### src/rgb_to_hsl_converter_assert.svh
// Assertion macros for the RGB to HSL converter.
// Needs nothing else; the including module supplies clock, reset and signals.
`ifndef RGB_TO_HSL_CONVERTER_ASSERT_SVH
`define RGB_TO_HSL_CONVERTER_ASSERT_SVH

// Same-cycle implication: when ante holds, cons must hold too.
`define RTHC_ASSERT_IMPL(label, clk, rst, ante, cons, msg) \
  label: assert property (@(posedge clk) disable iff (rst) (ante) |-> (cons)) \
    else $error(msg);

// Next-cycle implication: when ante holds, cons must hold in the next cycle.
`define RTHC_ASSERT_NEXT(label, clk, rst, ante, cons, msg) \
  label: assert property (@(posedge clk) disable iff (rst) (ante) |=> (cons)) \
    else $error(msg);

`endif

### src/rthc_pkg.sv
// Shared constants, types and the front-to-divider bundle of the RGB to HSL converter.
// Used by rthc_prep, rthc_divider and rgb_to_hsl_converter; depends on nothing.
package rthc_pkg;

  localparam int CH_W   = 8;
  localparam int PIX_W  = 3 * CH_W;
  localparam int SUM_W  = CH_W + 1;
  localparam int DIFF_W = CH_W + 3;
  localparam int HUE_W  = 9;
  localparam int PCT_W  = 7;

  localparam logic [CH_W-1:0]  CH_MAX    = 8'd255;
  localparam logic [HUE_W-1:0] FULL_TURN = 9'd360;
  localparam int               HUE_SCALE = 60;
  localparam int               PCT_SCALE = 100;

  // lightness = floor(sum * 100 / 510) = (sum * LIGHT_RECIP) >> LIGHT_SHIFT, exact for sum <= 510
  localparam int LIGHT_SHIFT = 20;
  localparam int LIGHT_RECIP = 205610;
  localparam int LIGHT_RW    = 18;
  localparam int LIGHT_PW    = SUM_W + LIGHT_RW;

  // Divider geometry: quotient bits cover the hue range, divisor is one channel wide
  localparam int DIV_QUO_W = HUE_W;
  localparam int DIV_DEN_W = CH_W;
  localparam int DIV_NUM_W = DIV_QUO_W + DIV_DEN_W;
  localparam int DIV_STEPS = 3;

  localparam int PREP_STAGES = 3;

  typedef enum logic [1:0] {
    SEC_RED,
    SEC_GREEN,
    SEC_BLUE
  } sector_t;

  typedef struct packed {
    logic                 valid;
    logic                 grey;
    logic                 neg;
    logic [PCT_W-1:0]     light;
    logic [DIV_NUM_W-1:0] hue_num;
    logic [DIV_DEN_W-1:0] hue_den;
    logic [DIV_NUM_W-1:0] sat_num;
    logic [DIV_DEN_W-1:0] sat_den;
  } prep_t;

endpackage

### src/rthc_prep.sv
// Front end of the converter: unpack, extrema and sector, then divider operands.
// Three register stages; depends on rthc_pkg.
module rthc_prep (
  input  logic                       clk,
  input  logic                       rst,
  input  logic                       in_valid,
  input  logic [rthc_pkg::PIX_W-1:0] pixel_rgb,
  output rthc_pkg::prep_t            prep
);

  localparam int CH_W   = rthc_pkg::CH_W;
  localparam int SUM_W  = rthc_pkg::SUM_W;
  localparam int DIFF_W = rthc_pkg::DIFF_W;
  localparam int NUM_W  = rthc_pkg::DIV_NUM_W;

  // Stage 1: channels, max, min, winning sector
  logic                v1;
  logic [CH_W-1:0]     r1, g1, b1, mx1, mn1;
  rthc_pkg::sector_t   sec1;

  logic [CH_W-1:0]     r0, g0, b0, mx0, mn0;
  rthc_pkg::sector_t   sec0;

  always_comb begin
    r0 = pixel_rgb[3*CH_W-1:2*CH_W];
    g0 = pixel_rgb[2*CH_W-1:CH_W];
    b0 = pixel_rgb[CH_W-1:0];
    // red wins ties, then green
    if (r0 >= g0 && r0 >= b0) begin
      sec0 = rthc_pkg::SEC_RED;
      mx0  = r0;
    end else if (g0 >= b0) begin
      sec0 = rthc_pkg::SEC_GREEN;
      mx0  = g0;
    end else begin
      sec0 = rthc_pkg::SEC_BLUE;
      mx0  = b0;
    end
    if (r0 <= g0 && r0 <= b0) begin
      mn0 = r0;
    end else if (g0 <= b0) begin
      mn0 = g0;
    end else begin
      mn0 = b0;
    end
  end

  always_ff @(posedge clk) begin
    if (rst) begin
      v1 <= 1'b0;
    end else begin
      v1 <= in_valid;
    end
  end

  always_ff @(posedge clk) begin
    r1   <= r0;
    g1   <= g0;
    b1   <= b0;
    mx1  <= mx0;
    mn1  <= mn0;
    sec1 <= sec0;
  end

  // Stage 2: chroma, sum, saturation divisor, hue difference
  logic              v2, grey2, neg2;
  logic [CH_W-1:0]   c2, den2;
  logic [SUM_W-1:0]  sum2;
  logic [DIFF_W-1:0] diff2;

  logic [CH_W-1:0]   c_next, den_next;
  logic [SUM_W-1:0]  sum_next, dist_next;
  logic [DIFF_W-1:0] diff_next;
  logic              neg_next;

  always_comb begin
    c_next   = mx1 - mn1;
    sum_next = SUM_W'(mx1) + SUM_W'(mn1);
    if (sum_next >= SUM_W'(rthc_pkg::CH_MAX)) begin
      dist_next = sum_next - SUM_W'(rthc_pkg::CH_MAX);
    end else begin
      dist_next = SUM_W'(rthc_pkg::CH_MAX) - sum_next;
    end
    den_next  = CH_W'(SUM_W'(rthc_pkg::CH_MAX) - dist_next);
    neg_next  = 1'b0;
    diff_next = '0;
    case (sec1)
      rthc_pkg::SEC_RED: begin
        neg_next = b1 > g1;
        if (b1 > g1) begin
          diff_next = DIFF_W'(b1 - g1);
        end else begin
          diff_next = DIFF_W'(g1 - b1);
        end
      end
      rthc_pkg::SEC_GREEN: begin
        diff_next = (DIFF_W'(c_next) << 1) + DIFF_W'(b1) - DIFF_W'(r1);
      end
      rthc_pkg::SEC_BLUE: begin
        diff_next = (DIFF_W'(c_next) << 2) + DIFF_W'(r1) - DIFF_W'(g1);
      end
      default: begin
        diff_next = '0;
      end
    endcase
  end

  always_ff @(posedge clk) begin
    if (rst) begin
      v2 <= 1'b0;
    end else begin
      v2 <= v1;
    end
  end

  always_ff @(posedge clk) begin
    c2    <= c_next;
    den2  <= den_next;
    sum2  <= sum_next;
    diff2 <= diff_next;
    neg2  <= neg_next;
    grey2 <= (c_next == '0);
  end

  // Stage 3: scale the numerators, lightness by reciprocal multiply
  logic                              v3, grey3, neg3;
  logic [rthc_pkg::PCT_W-1:0]        light3;
  logic [NUM_W-1:0]                  hue_num3, sat_num3;
  logic [CH_W-1:0]                   hue_den3, sat_den3;
  logic [rthc_pkg::LIGHT_PW-1:0]     light_prod;

  assign light_prod = rthc_pkg::LIGHT_PW'(sum2)
                    * rthc_pkg::LIGHT_PW'(rthc_pkg::LIGHT_RECIP);

  always_ff @(posedge clk) begin
    if (rst) begin
      v3 <= 1'b0;
    end else begin
      v3 <= v2;
    end
  end

  always_ff @(posedge clk) begin
    grey3    <= grey2;
    neg3     <= neg2;
    light3   <= light_prod[rthc_pkg::LIGHT_SHIFT +: rthc_pkg::PCT_W];
    hue_num3 <= NUM_W'(diff2) * NUM_W'(rthc_pkg::HUE_SCALE);
    sat_num3 <= NUM_W'(c2) * NUM_W'(rthc_pkg::PCT_SCALE);
    hue_den3 <= c2;
    sat_den3 <= den2;
  end

  assign prep.valid   = v3;
  assign prep.grey    = grey3;
  assign prep.neg     = neg3;
  assign prep.light   = light3;
  assign prep.hue_num = hue_num3;
  assign prep.hue_den = hue_den3;
  assign prep.sat_num = sat_num3;
  assign prep.sat_den = sat_den3;

endmodule

### src/rthc_divider.sv
// Pipelined restoring divider: STEPS quotient bits per register stage.
// Needs num < den * 2**QUO_W; depends on rthc_pkg for defaults.
module rthc_divider #(
  parameter int QUO_W = rthc_pkg::DIV_QUO_W,
  parameter int DEN_W = rthc_pkg::DIV_DEN_W,
  parameter int STEPS = rthc_pkg::DIV_STEPS
) (
  input  logic                   clk,
  input  logic [QUO_W+DEN_W-1:0] num,
  input  logic [DEN_W-1:0]       den,
  output logic [QUO_W-1:0]       quo
);

  localparam int NUM_W  = QUO_W + DEN_W;
  localparam int STAGES = (QUO_W + STEPS - 1) / STEPS;
  localparam int PIPE_N = STAGES - 1;

  logic [DEN_W-1:0] rem_q [PIPE_N];
  logic [QUO_W-1:0] quo_q [PIPE_N];
  logic [NUM_W-1:0] num_q [PIPE_N];
  logic [DEN_W-1:0] den_q [PIPE_N];

  for (genvar s = 0; s < STAGES; s++) begin : g_stage
    logic [DEN_W-1:0] rem_in, den_in;
    logic [QUO_W-1:0] quo_in;
    logic [NUM_W-1:0] num_in;
    logic [DEN_W-1:0] rem_c [STEPS+1];
    logic [QUO_W-1:0] quo_c [STEPS+1];

    if (s == 0) begin : g_first
      assign rem_in = num[NUM_W-1:QUO_W];
      assign quo_in = '0;
      assign num_in = num;
      assign den_in = den;
    end else begin : g_mid
      assign rem_in = rem_q[s-1];
      assign quo_in = quo_q[s-1];
      assign num_in = num_q[s-1];
      assign den_in = den_q[s-1];
    end

    assign rem_c[0] = rem_in;
    assign quo_c[0] = quo_in;

    for (genvar j = 0; j < STEPS; j++) begin : g_step
      localparam int K = QUO_W - 1 - (s * STEPS + j);
      if (K >= 0) begin : g_bit
        logic [DEN_W:0] trial;
        logic           take;
        // shift in the next numerator bit, subtract when it fits
        assign trial      = {rem_c[j], num_in[K]};
        assign take       = trial >= {1'b0, den_in};
        assign rem_c[j+1] = take ? DEN_W'(trial - {1'b0, den_in}) : trial[DEN_W-1:0];
        assign quo_c[j+1] = quo_c[j] | (QUO_W'(take) << K);
      end else begin : g_pass
        assign rem_c[j+1] = rem_c[j];
        assign quo_c[j+1] = quo_c[j];
      end
    end

    if (s < PIPE_N) begin : g_reg
      always_ff @(posedge clk) begin
        rem_q[s] <= rem_c[STEPS];
        quo_q[s] <= quo_c[STEPS];
        num_q[s] <= num_in;
        den_q[s] <= den_in;
      end
    end else begin : g_out
      always_ff @(posedge clk) begin
        quo <= quo_c[STEPS];
      end
    end
  end

endmodule

### src/rgb_to_hsl_converter.sv
// Top level of the RGB to HSL converter: front end, two pipelined dividers, output stage.
// Depends on rthc_pkg, rthc_prep, rthc_divider and rgb_to_hsl_converter_assert.svh.
//
//   channel   signals                                   direction  handshake
//   ------    ----------------------------------------  ---------  ----------------------
//   pixel     start, busy, pixel_rgb                    in         start && !busy
//   result    done, hue_degrees, saturation_pct,        out        done, one cycle, no hold
//             lightness_pct
//
// A new transaction may be started every cycle; busy is high only during reset.
// A result passes three front-end stages, the divider stages (default 3 quotient
// bits per stage) and one output register.
// The divider stages set the depth; each resolves DIV_STEPS quotient bits.
// Reset (rst, synchronous) drops every transaction in flight.
// The receiver cannot stall, so the pipeline never holds.
`include "rgb_to_hsl_converter_assert.svh"

module rgb_to_hsl_converter #(
  parameter int DIV_STEPS = rthc_pkg::DIV_STEPS
) (
  input  logic                       clk,
  input  logic                       rst,
  input  logic                       start,
  output logic                       busy,
  input  logic [rthc_pkg::PIX_W-1:0] pixel_rgb,
  output logic                       done,
  output logic [rthc_pkg::HUE_W-1:0] hue_degrees,
  output logic [rthc_pkg::PCT_W-1:0] saturation_pct,
  output logic [rthc_pkg::PCT_W-1:0] lightness_pct
);

  localparam int HUE_W      = rthc_pkg::HUE_W;
  localparam int PCT_W      = rthc_pkg::PCT_W;
  localparam int QUO_W      = rthc_pkg::DIV_QUO_W;
  localparam int DIV_STAGES = (QUO_W + DIV_STEPS - 1) / DIV_STEPS;
  localparam int LATENCY    = rthc_pkg::PREP_STAGES + DIV_STAGES + 1;

  logic            accept;
  rthc_pkg::prep_t prep;
  logic [QUO_W-1:0] hue_quo, sat_quo;

  // Refuse transactions only while reset clears the valid bits.
  assign busy   = rst;
  assign accept = start && !busy;

  rthc_prep u_prep (
    .clk       (clk),
    .rst       (rst),
    .in_valid  (accept),
    .pixel_rgb (pixel_rgb),
    .prep      (prep)
  );

  // Hue: 60 * difference / chroma
  rthc_divider #(
    .QUO_W (QUO_W),
    .DEN_W (rthc_pkg::DIV_DEN_W),
    .STEPS (DIV_STEPS)
  ) u_hue_div (
    .clk (clk),
    .num (prep.hue_num),
    .den (prep.hue_den),
    .quo (hue_quo)
  );

  // Saturation: 100 * chroma / (255 - |sum - 255|); same latency as the hue divider
  rthc_divider #(
    .QUO_W (QUO_W),
    .DEN_W (rthc_pkg::DIV_DEN_W),
    .STEPS (DIV_STEPS)
  ) u_sat_div (
    .clk (clk),
    .num (prep.sat_num),
    .den (prep.sat_den),
    .quo (sat_quo)
  );

  // Carry valid and the side fields alongside the divider stages.
  logic             valid_q [DIV_STAGES];
  logic             grey_q  [DIV_STAGES];
  logic             neg_q   [DIV_STAGES];
  logic [PCT_W-1:0] light_q [DIV_STAGES];

  for (genvar s = 0; s < DIV_STAGES; s++) begin : g_side
    if (s == 0) begin : g_head
      always_ff @(posedge clk) begin
        if (rst) begin
          valid_q[s] <= 1'b0;
        end else begin
          valid_q[s] <= prep.valid;
        end
      end
      always_ff @(posedge clk) begin
        grey_q[s]  <= prep.grey;
        neg_q[s]   <= prep.neg;
        light_q[s] <= prep.light;
      end
    end else begin : g_tail
      always_ff @(posedge clk) begin
        if (rst) begin
          valid_q[s] <= 1'b0;
        end else begin
          valid_q[s] <= valid_q[s-1];
        end
      end
      always_ff @(posedge clk) begin
        grey_q[s]  <= grey_q[s-1];
        neg_q[s]   <= neg_q[s-1];
        light_q[s] <= light_q[s-1];
      end
    end
  end

  // Output stage: fold negative red-sector hues into range, zero hue and
  // saturation for grey pixels.
  logic [HUE_W-1:0] hue_next;
  logic [PCT_W-1:0] sat_next;

  always_comb begin
    if (grey_q[DIV_STAGES-1]) begin
      hue_next = '0;
      sat_next = '0;
    end else begin
      sat_next = sat_quo[PCT_W-1:0];
      if (neg_q[DIV_STAGES-1] && hue_quo != '0) begin
        hue_next = rthc_pkg::FULL_TURN - HUE_W'(hue_quo);
      end else begin
        hue_next = HUE_W'(hue_quo);
      end
    end
  end

  always_ff @(posedge clk) begin
    if (rst) begin
      done <= 1'b0;
    end else begin
      done <= valid_q[DIV_STAGES-1];
    end
  end

  always_ff @(posedge clk) begin
    hue_degrees    <= hue_next;
    saturation_pct <= sat_next;
    lightness_pct  <= light_q[DIV_STAGES-1];
  end

  // Every accepted transaction later produces its done strobe.
  `RTHC_ASSERT_IMPL(a_latency, clk, rst, accept, ##LATENCY done, "result strobe missing after accept")
  // No result without a matching earlier accepted transaction.
  `RTHC_ASSERT_IMPL(a_no_phantom, clk, rst, done, $past(accept, LATENCY), "result strobe without accept")
  // Results stay within their ranges.
  `RTHC_ASSERT_IMPL(a_range, clk, rst, done, hue_degrees < rthc_pkg::FULL_TURN && saturation_pct <= PCT_W'(rthc_pkg::PCT_SCALE) && lightness_pct <= PCT_W'(rthc_pkg::PCT_SCALE), "result out of range")

endmodule

### config.mk
export PLATFORM = sky130hd
export DESIGN_NAME = rgb_to_hsl_converter
export DESIGN_NICKNAME = d
export VERILOG_FILES = /design/src/rthc_pkg.sv /design/src/rthc_prep.sv /design/src/rthc_divider.sv /design/src/rgb_to_hsl_converter.sv
export VERILOG_INCLUDE_DIRS = /design/src /design/src/src
export SDC_FILE = /design/constraint.sdc
export NUM_CORES = 1
export LEC_CHECK = 0
export BUFFER_PORTS_ARGS = -buffer_cell sky130_fd_sc_hd__buf_2
export CELL_PAD_IN_SITES_DETAIL_PLACEMENT = 1
export CELL_PAD_IN_SITES_GLOBAL_PLACEMENT = 1
export CORE_ASPECT_RATIO = 0.5
export CORE_UTILIZATION = 54
export DETAILED_ROUTE_END_ITERATION = 10
export GPL_ROUTABILITY_DRIVEN = 1
export PLACE_DENSITY_LB_ADDON = 0.3
export SLEW_MARGIN = 25
export SYNTH_ARGS = -nofsm -noshare
export SYNTH_HDL_FRONTEND = slang
export SYNTH_SLANG_ARGS = --single-unit
### constraint.sdc
create_clock -name clk -period 14.75 [get_ports clk]
set_clock_uncertainty 0.15 [all_clocks]
set_input_delay 1.475 -clock clk [delete_from_list [all_inputs] [get_ports clk]]
set_output_delay 1.475 -clock clk [all_outputs]
set_load 0.005 [all_outputs]
# Word-level counts from Yosys, hierarchy flattened

Memories as Yosys holds them, arrays and structs flattened. A register that Yosys moved wholly into a read port is not among the register bits.
Cells that the tools add are included.

Bits in writable memories: 198
Input port bits: 27
Memories kept: 12
Word-level logic and storage cells: 155
Output and inout port bits: 25
Flip-flop bits (word level): 168

Bitwise logic cells: 19
Eq/ne operators: 2
Multiplexer cells: 31
$lt $le $gt $ge: 26
Multiply operators: 3
Add/subtract/negate cells: 28
Reductions and logical operators: 8

Memory list:

| name            | words | width | rd ports | clocked after memory_dff | wr ports | RTL line                   | RTL |
|---|---|---|---|---|---|---|---|
| u_hue_div.num_q | 2     | 17    | 2        | 0                        | 2        | rthc_divider.sv:20         | `logic [NUM_W-1:0] num_q [PIPE_N];` |
| u_sat_div.num_q | 2     | 17    | 2        | 0                        | 2        | rthc_divider.sv:20         |  |
| light_q         | 3     | 7     | 3        | 1                        | 3        | rgb_to_hsl_converter.sv:82 | `logic [PCT_W-1:0] light_q [DIV_STAGES];` |
| u_hue_div.quo_q | 2     | 9     | 2        | 0                        | 2        | rthc_divider.sv:19         | `logic [QUO_W-1:0] quo_q [PIPE_N];` |
| u_sat_div.quo_q | 2     | 9     | 2        | 0                        | 2        | rthc_divider.sv:19         |  |
| u_hue_div.den_q | 2     | 8     | 2        | 0                        | 2        | rthc_divider.sv:21         | `logic [DEN_W-1:0] den_q [PIPE_N];` |
| 6 more memories | --    | --    | --       | --                       | --       | --                         |  |

Operator list:

| operator                                                              | number |
|---|---|
| 8-bit 2-to-1 mux                                                      | 21 |
| 9-bit by 8-bit >= comparator with 1-bit output                        | 17 |
| 8-bit subtractor                                                      | 16 |
| 11-bit one-hot mux with 3 select lines                                | 1 |
| 9-bit by 17-bit multiplier with 26-bit output, second input constant  | 1 |
| 8-bit >= comparator                                                   | 3 |
| 8-bit less-or-equal comparator                                        | 3 |
| 11-bit by 8-bit subtractor with 11-bit output                         | 2 |
| 9-bit by 4-bit OR with 9-bit output                                   | 2 |
| 9-bit by 5-bit OR with 9-bit output                                   | 2 |
| 9-bit by 6-bit OR with 9-bit output                                   | 2 |
| 9-bit by 7-bit OR with 9-bit output                                   | 2 |
| 9-bit by 8-bit OR with 9-bit output                                   | 2 |
| 8-bit by 8-bit subtractor with 9-bit output                           | 2 |
| 8-bit subtractor, first input constant                                | 2 |
| 11-bit by 4-bit multiplier with 15-bit output, second input constant  | 1 |
| 8-bit by 5-bit multiplier with 13-bit output, second input constant   | 1 |
| 10-bit by 8-bit adder with 11-bit output                              | 1 |
| 11-bit 2-to-1 mux                                                     | 1 |
| 9-bit by 8-bit adder with 10-bit output                               | 1 |
| 8-bit by 8-bit adder with 9-bit output                                | 1 |
| 9-bit by 8-bit >= comparator with 1-bit output, second input constant | 1 |
| 9-bit 2-to-1 mux                                                      | 1 |
| 9-bit by 1-bit OR with 9-bit output                                   | 1 |
| 20 further kinds                                                      | 30 |

# Logic depth before layout (Yosys ltp)

An unclocked memory read counts as a cell.

Depth after elaboration: 7
Mapped depth: 29
Mapped depth without buffers: 28

# Cells and area by module

From an unflattened synthesis, not the netlist that was laid out.

Cell total of the unflattened synthesis: 2201
Area total of the unflattened synthesis: 21169.1 um^2

Modules (own cells, without submodules):

| module                    | cells an instance | sequential area each (um^2) | instances | area an instance (um^2) |
|---|---|---|---|---|
| rthc_prep                 | 1048              | 2602.5                      | 1         | 10184.8 |
| rthc_divider at u_hue_div | 531               | 1181.1                      | 1         | 4804.6 |
| rthc_divider at u_sat_div | 516               | 1181.1                      | 1         | 4737.0 |
| rgb_to_hsl_converter      | 106               | 1081.0                      | 1         | 1442.6 |

# Worst setup path before layout

No wires, ideal clock.

Kind: register -> register
Start: reg u_prep.hue_den3[0] (netlist name)
End: mem u_sat_div.rem_q[0][1] (netlist name)
Required time: 14479 ps
Setup time: 121 ps
Setup slack: 8626 ps
Path buffers: 0
Cell stages (with the launch flop): 27
Arrival time: 5854 ps
Clock period less this slack: 6124 ps
Cell sequence: dfxtp_1 -> ha_1 -> inv_1 -> fa_1 -> a211oi_1 -> o21bai_1 -> a21oi_2 -> a211oi_4 -> o21ai_0 -> inv_1 -> ha_1 -> nor2b_1 -> o211ai_2 -> a31oi_1 -> o21ai_0 -> or2b_1 -> a21oi_2 -> mux2i_1 -> ha_1 -> nor2b_1 -> o21ai_0 -> a21boi_0 -> o21ai_0 -> a21oi_1 -> o21bai_1 -> a221oi_4 -> mux2_2

RTL lines:

| element       | RTL line           | RTL |
|---|---|---|
| end, declared | rthc_divider.sv:18 | `logic [DEN_W-1:0] rem_q [PIPE_N];` |

==> impl_metrics.tcl <==
set metrics [dict create \
    status "complete, but fails checks" \
    violations "DRC" \
    syn_inst 2095 \
    dp_hpwl_mm 41.23 \
    synthMuxAreaShare_pct 7.320 \
    fin_util_pct 60.59 \
    grt_pass1_vias 17100 \
    async_flop_share_pct 0 \
    drt_iter0_markers 767 \
    grt_max_degree 20 \
    antenna_found_initial 0 \
    yosys.area_share.xor_xnor_pct 6.264 \
    rsz0062_at_grt "no" \
    die_x_microns 275.1 \
    cts_tree "done" \
    tightest_slew_ps 980.0 \
    drive_above_1_share_pct 10.40 \
    max_freq_mhz 133.5 \
    relSlewSlack_pct 34.23 \
    rows 49 \
    hold_class "register to register" \
    drv_cap 0 \
    ff2ff_path_depth 26 \
    worst_hold_path.num_cells 0 \
    report.final.slew_viol_count 0 \
    drt_first_pass_iters 10 \
    synth_top_cells_by_area "dfxtp_1, ha_1, fa_1" \
    finalSetupTns_ps 0 \
    die_area_sq_um 38110 \
    ant_nets 0 \
    clock_path_buffers 3 \
    h-tree-depth 1 \
    fin_cells 2658 \
    synth_fa_ha_area_share_pct 28.17 \
    dr_total_vias 15480 \
    ff2ff_setup_slack_ps 7260 \
    hold_ws_ps 176.3 \
    syn2layout_area_growth_pct 9.221 \
    gr-total-overflow 0 \
    die_h_microns 138.5 \
    clockRootBuffer "clkbuf_16" \
    insertion_delay_ps 580 \
    wl_mm 54.30 \
    synth_top_cell_by_area "dfxtp_1" \
    synth_cell_types 84 \
    hold_viol 0 \
    pin_count 52 \
    syn_area_sq_um 20140 \
    synth_edf_count 0 \
    cts_sinks 282 \
    io_buffers 51 \
    syn_nets 2531 \
    wire_per_inst_microns 20.43 \
    core_sq_um 36290 \
    ys.flop_type "dfxtp_1" \
    grt_pass1_wl_mm 88.94 \
    insertedDiodeCount 0 \
    grtUsageTotal_pct 28.88 \
    crit_type "register to register" \
    yosysTopAreaCellShare_pct 28.04 \
    regToRegStartpoint "u_hue_div.den_q[0][1]" \
    cp-end-kind "register" \
    fin_crit_sh_pct 50.79 \
    path_clk_slew_ps 70 \
    whs_endpoint "light_q[1][5]" \
    finalWeightedCongestion 0.8788 \
    avgViaCountPerCell 5.822 \
    dp.cells 2608 \
    startpoint_type "register" \
    worstHoldStart "light_q[0][5]" \
    nNetsFinal 2590 \
    setup_violations 0 \
    syn_area_per_cell_sq_um 9.611 \
    critPathMaxFanout 12 \
    yosysMostFrequentCell "ha_1" \
    numCtsBuffers 28 \
    worstPathArrival_ps 7790 \
    synthTopCellsByCount "ha_1, dfxtp_1, inv_1" \
    ctsResizeCount 0 \
    period_minus_slack_ps 7492 \
    rr_endpoint "u_hue_div.rem_q[0][10]" \
    drc_errors 2 \
    start_util_pct 55.48 \
    yosys_warnings 0 \
    synth_top_family_by_area "adder cells" \
    cts_setup_buffers 0 \
    holdBufCountCts 0 \
    synthSimpleGateAreaFrac_pct 10.14 \
    synth_compound_area_share_pct 14.64 \
    ys_seq_area_share_pct 28.04 \
    synth-seq-cells 282 \
    cp.required_ps 15050 \
]
==> final cells by class <==
cell class	instances	area, sq um
fillers	4075	14300
multi-input cells	1531	13410
flip-flops and latches	282	5645
inverters	259	972.2
clock buffers	34	774.5
well taps	484	605.6
clock inverters	16	322.8
repair buffers	52	262.8
==> cells in the final DEF, fill, tap and decap left out, types with 42 or more instances in the layout <==
cell	instances
a21o_1	42
a21oi_1	134
buf_2	51
dfxtp_1	282
fa_1	74
ha_1	335
inv_1	259
mux2_2	86
nand2_1	74
nor2_1	96
nor2b_1	53
o21ai_0	96
xnor2_1	107
==> state kept, by name, indices dropped and copies added (netlist names), 9 cells and up <==
| signal | cells |
|---|---|
| light_q | 21 |
| u_hue_div.quo | 9 |
| u_hue_div.den_q | 15 |
| u_prep.diff2 | 11 |
| u_sat_div.den_q | 15 |
| u_prep.sat_num3 | 10 |
| hue_degrees | 9 |
| u_hue_div.quo_q | 9 |
| u_sat_div.rem_q | 16 |
| u_prep.hue_num3 | 15 |
| u_hue_div.rem_q | 16 |
==> stage by stage <==
step / worst slack [ps] / instance area (sq um)
2_1_floorplan: 8626 / 20140
3_3_place_gp: 7922 / 20890
3_5_place_dp: 7514 / 20890
4_1_cts: 7282 / 21980
5_1_grt: 6841 / 21990
6_report: 7258 / 21990
==> critical path: stages (launching register included) <==
cell	delay, ps
dfxtp_1	410
inv_1	210
ha_1	380
nor2b_1	230
o21ai_1	110
a31oi_1	180
o21a_1	470
nand2_1	130
o21ai_0	220
inv_1	110
ha_1	310
nor2b_1	160
o31ai_1	390
a21oi_1	150
o221ai_1	260
nand2b_1	150
a211oi_4	490
mux2i_1	410
ha_1	320
nor2b_1	140
o21ai_0	180
a21oi_1	130
o41ai_1	600
o2bb2ai_1	220
nand2b_1	70
mux2_1	460
mux2_2	340
==> worst max-delay path by stage <==
stage / from / end / depth (start not counted)
after floorplan: u_prep.hue_den3[0] / u_sat_div.rem_q[0][1] / 26
after global placement: u_prep.hue_den3[0] / u_sat_div.rem_q[0][1] / 26
after detailed placement: u_prep.hue_den3[0] / u_sat_div.rem_q[0][1] / 26
after CTS: u_hue_div.den_q[0][1] / u_hue_div.rem_q[0][10] / 26
after global routing: u_prep.hue_den3[0] / u_sat_div.rem_q[0][1] / 26
final: u_hue_div.den_q[0][1] / u_hue_div.rem_q[0][10] / 26
==> routing by layer <==
metal | share of wire [%] | wire (microns) | global-route usage [%]
met1 | 44 | 23710 | 35.79
met2 | 51 | 27440 | 52.80
met3 | 3.3 | 1816 | 3.428
met4 | 2.5 | 1334 | 7.444
met5 | 0 | 0 | 0
==> cells by family after synthesis <==
logic type | Yosys count
flops | 282
compound gates | 446
other cells | 1
mux | 133
simple gates | 398
xor+xnor | 144
buf+inv | 282
fa+ha+maj | 409
Power is left out: the tool's default activity adds up to more than one toggle a clock period on the data nets, which glitch-free logic cannot reach.
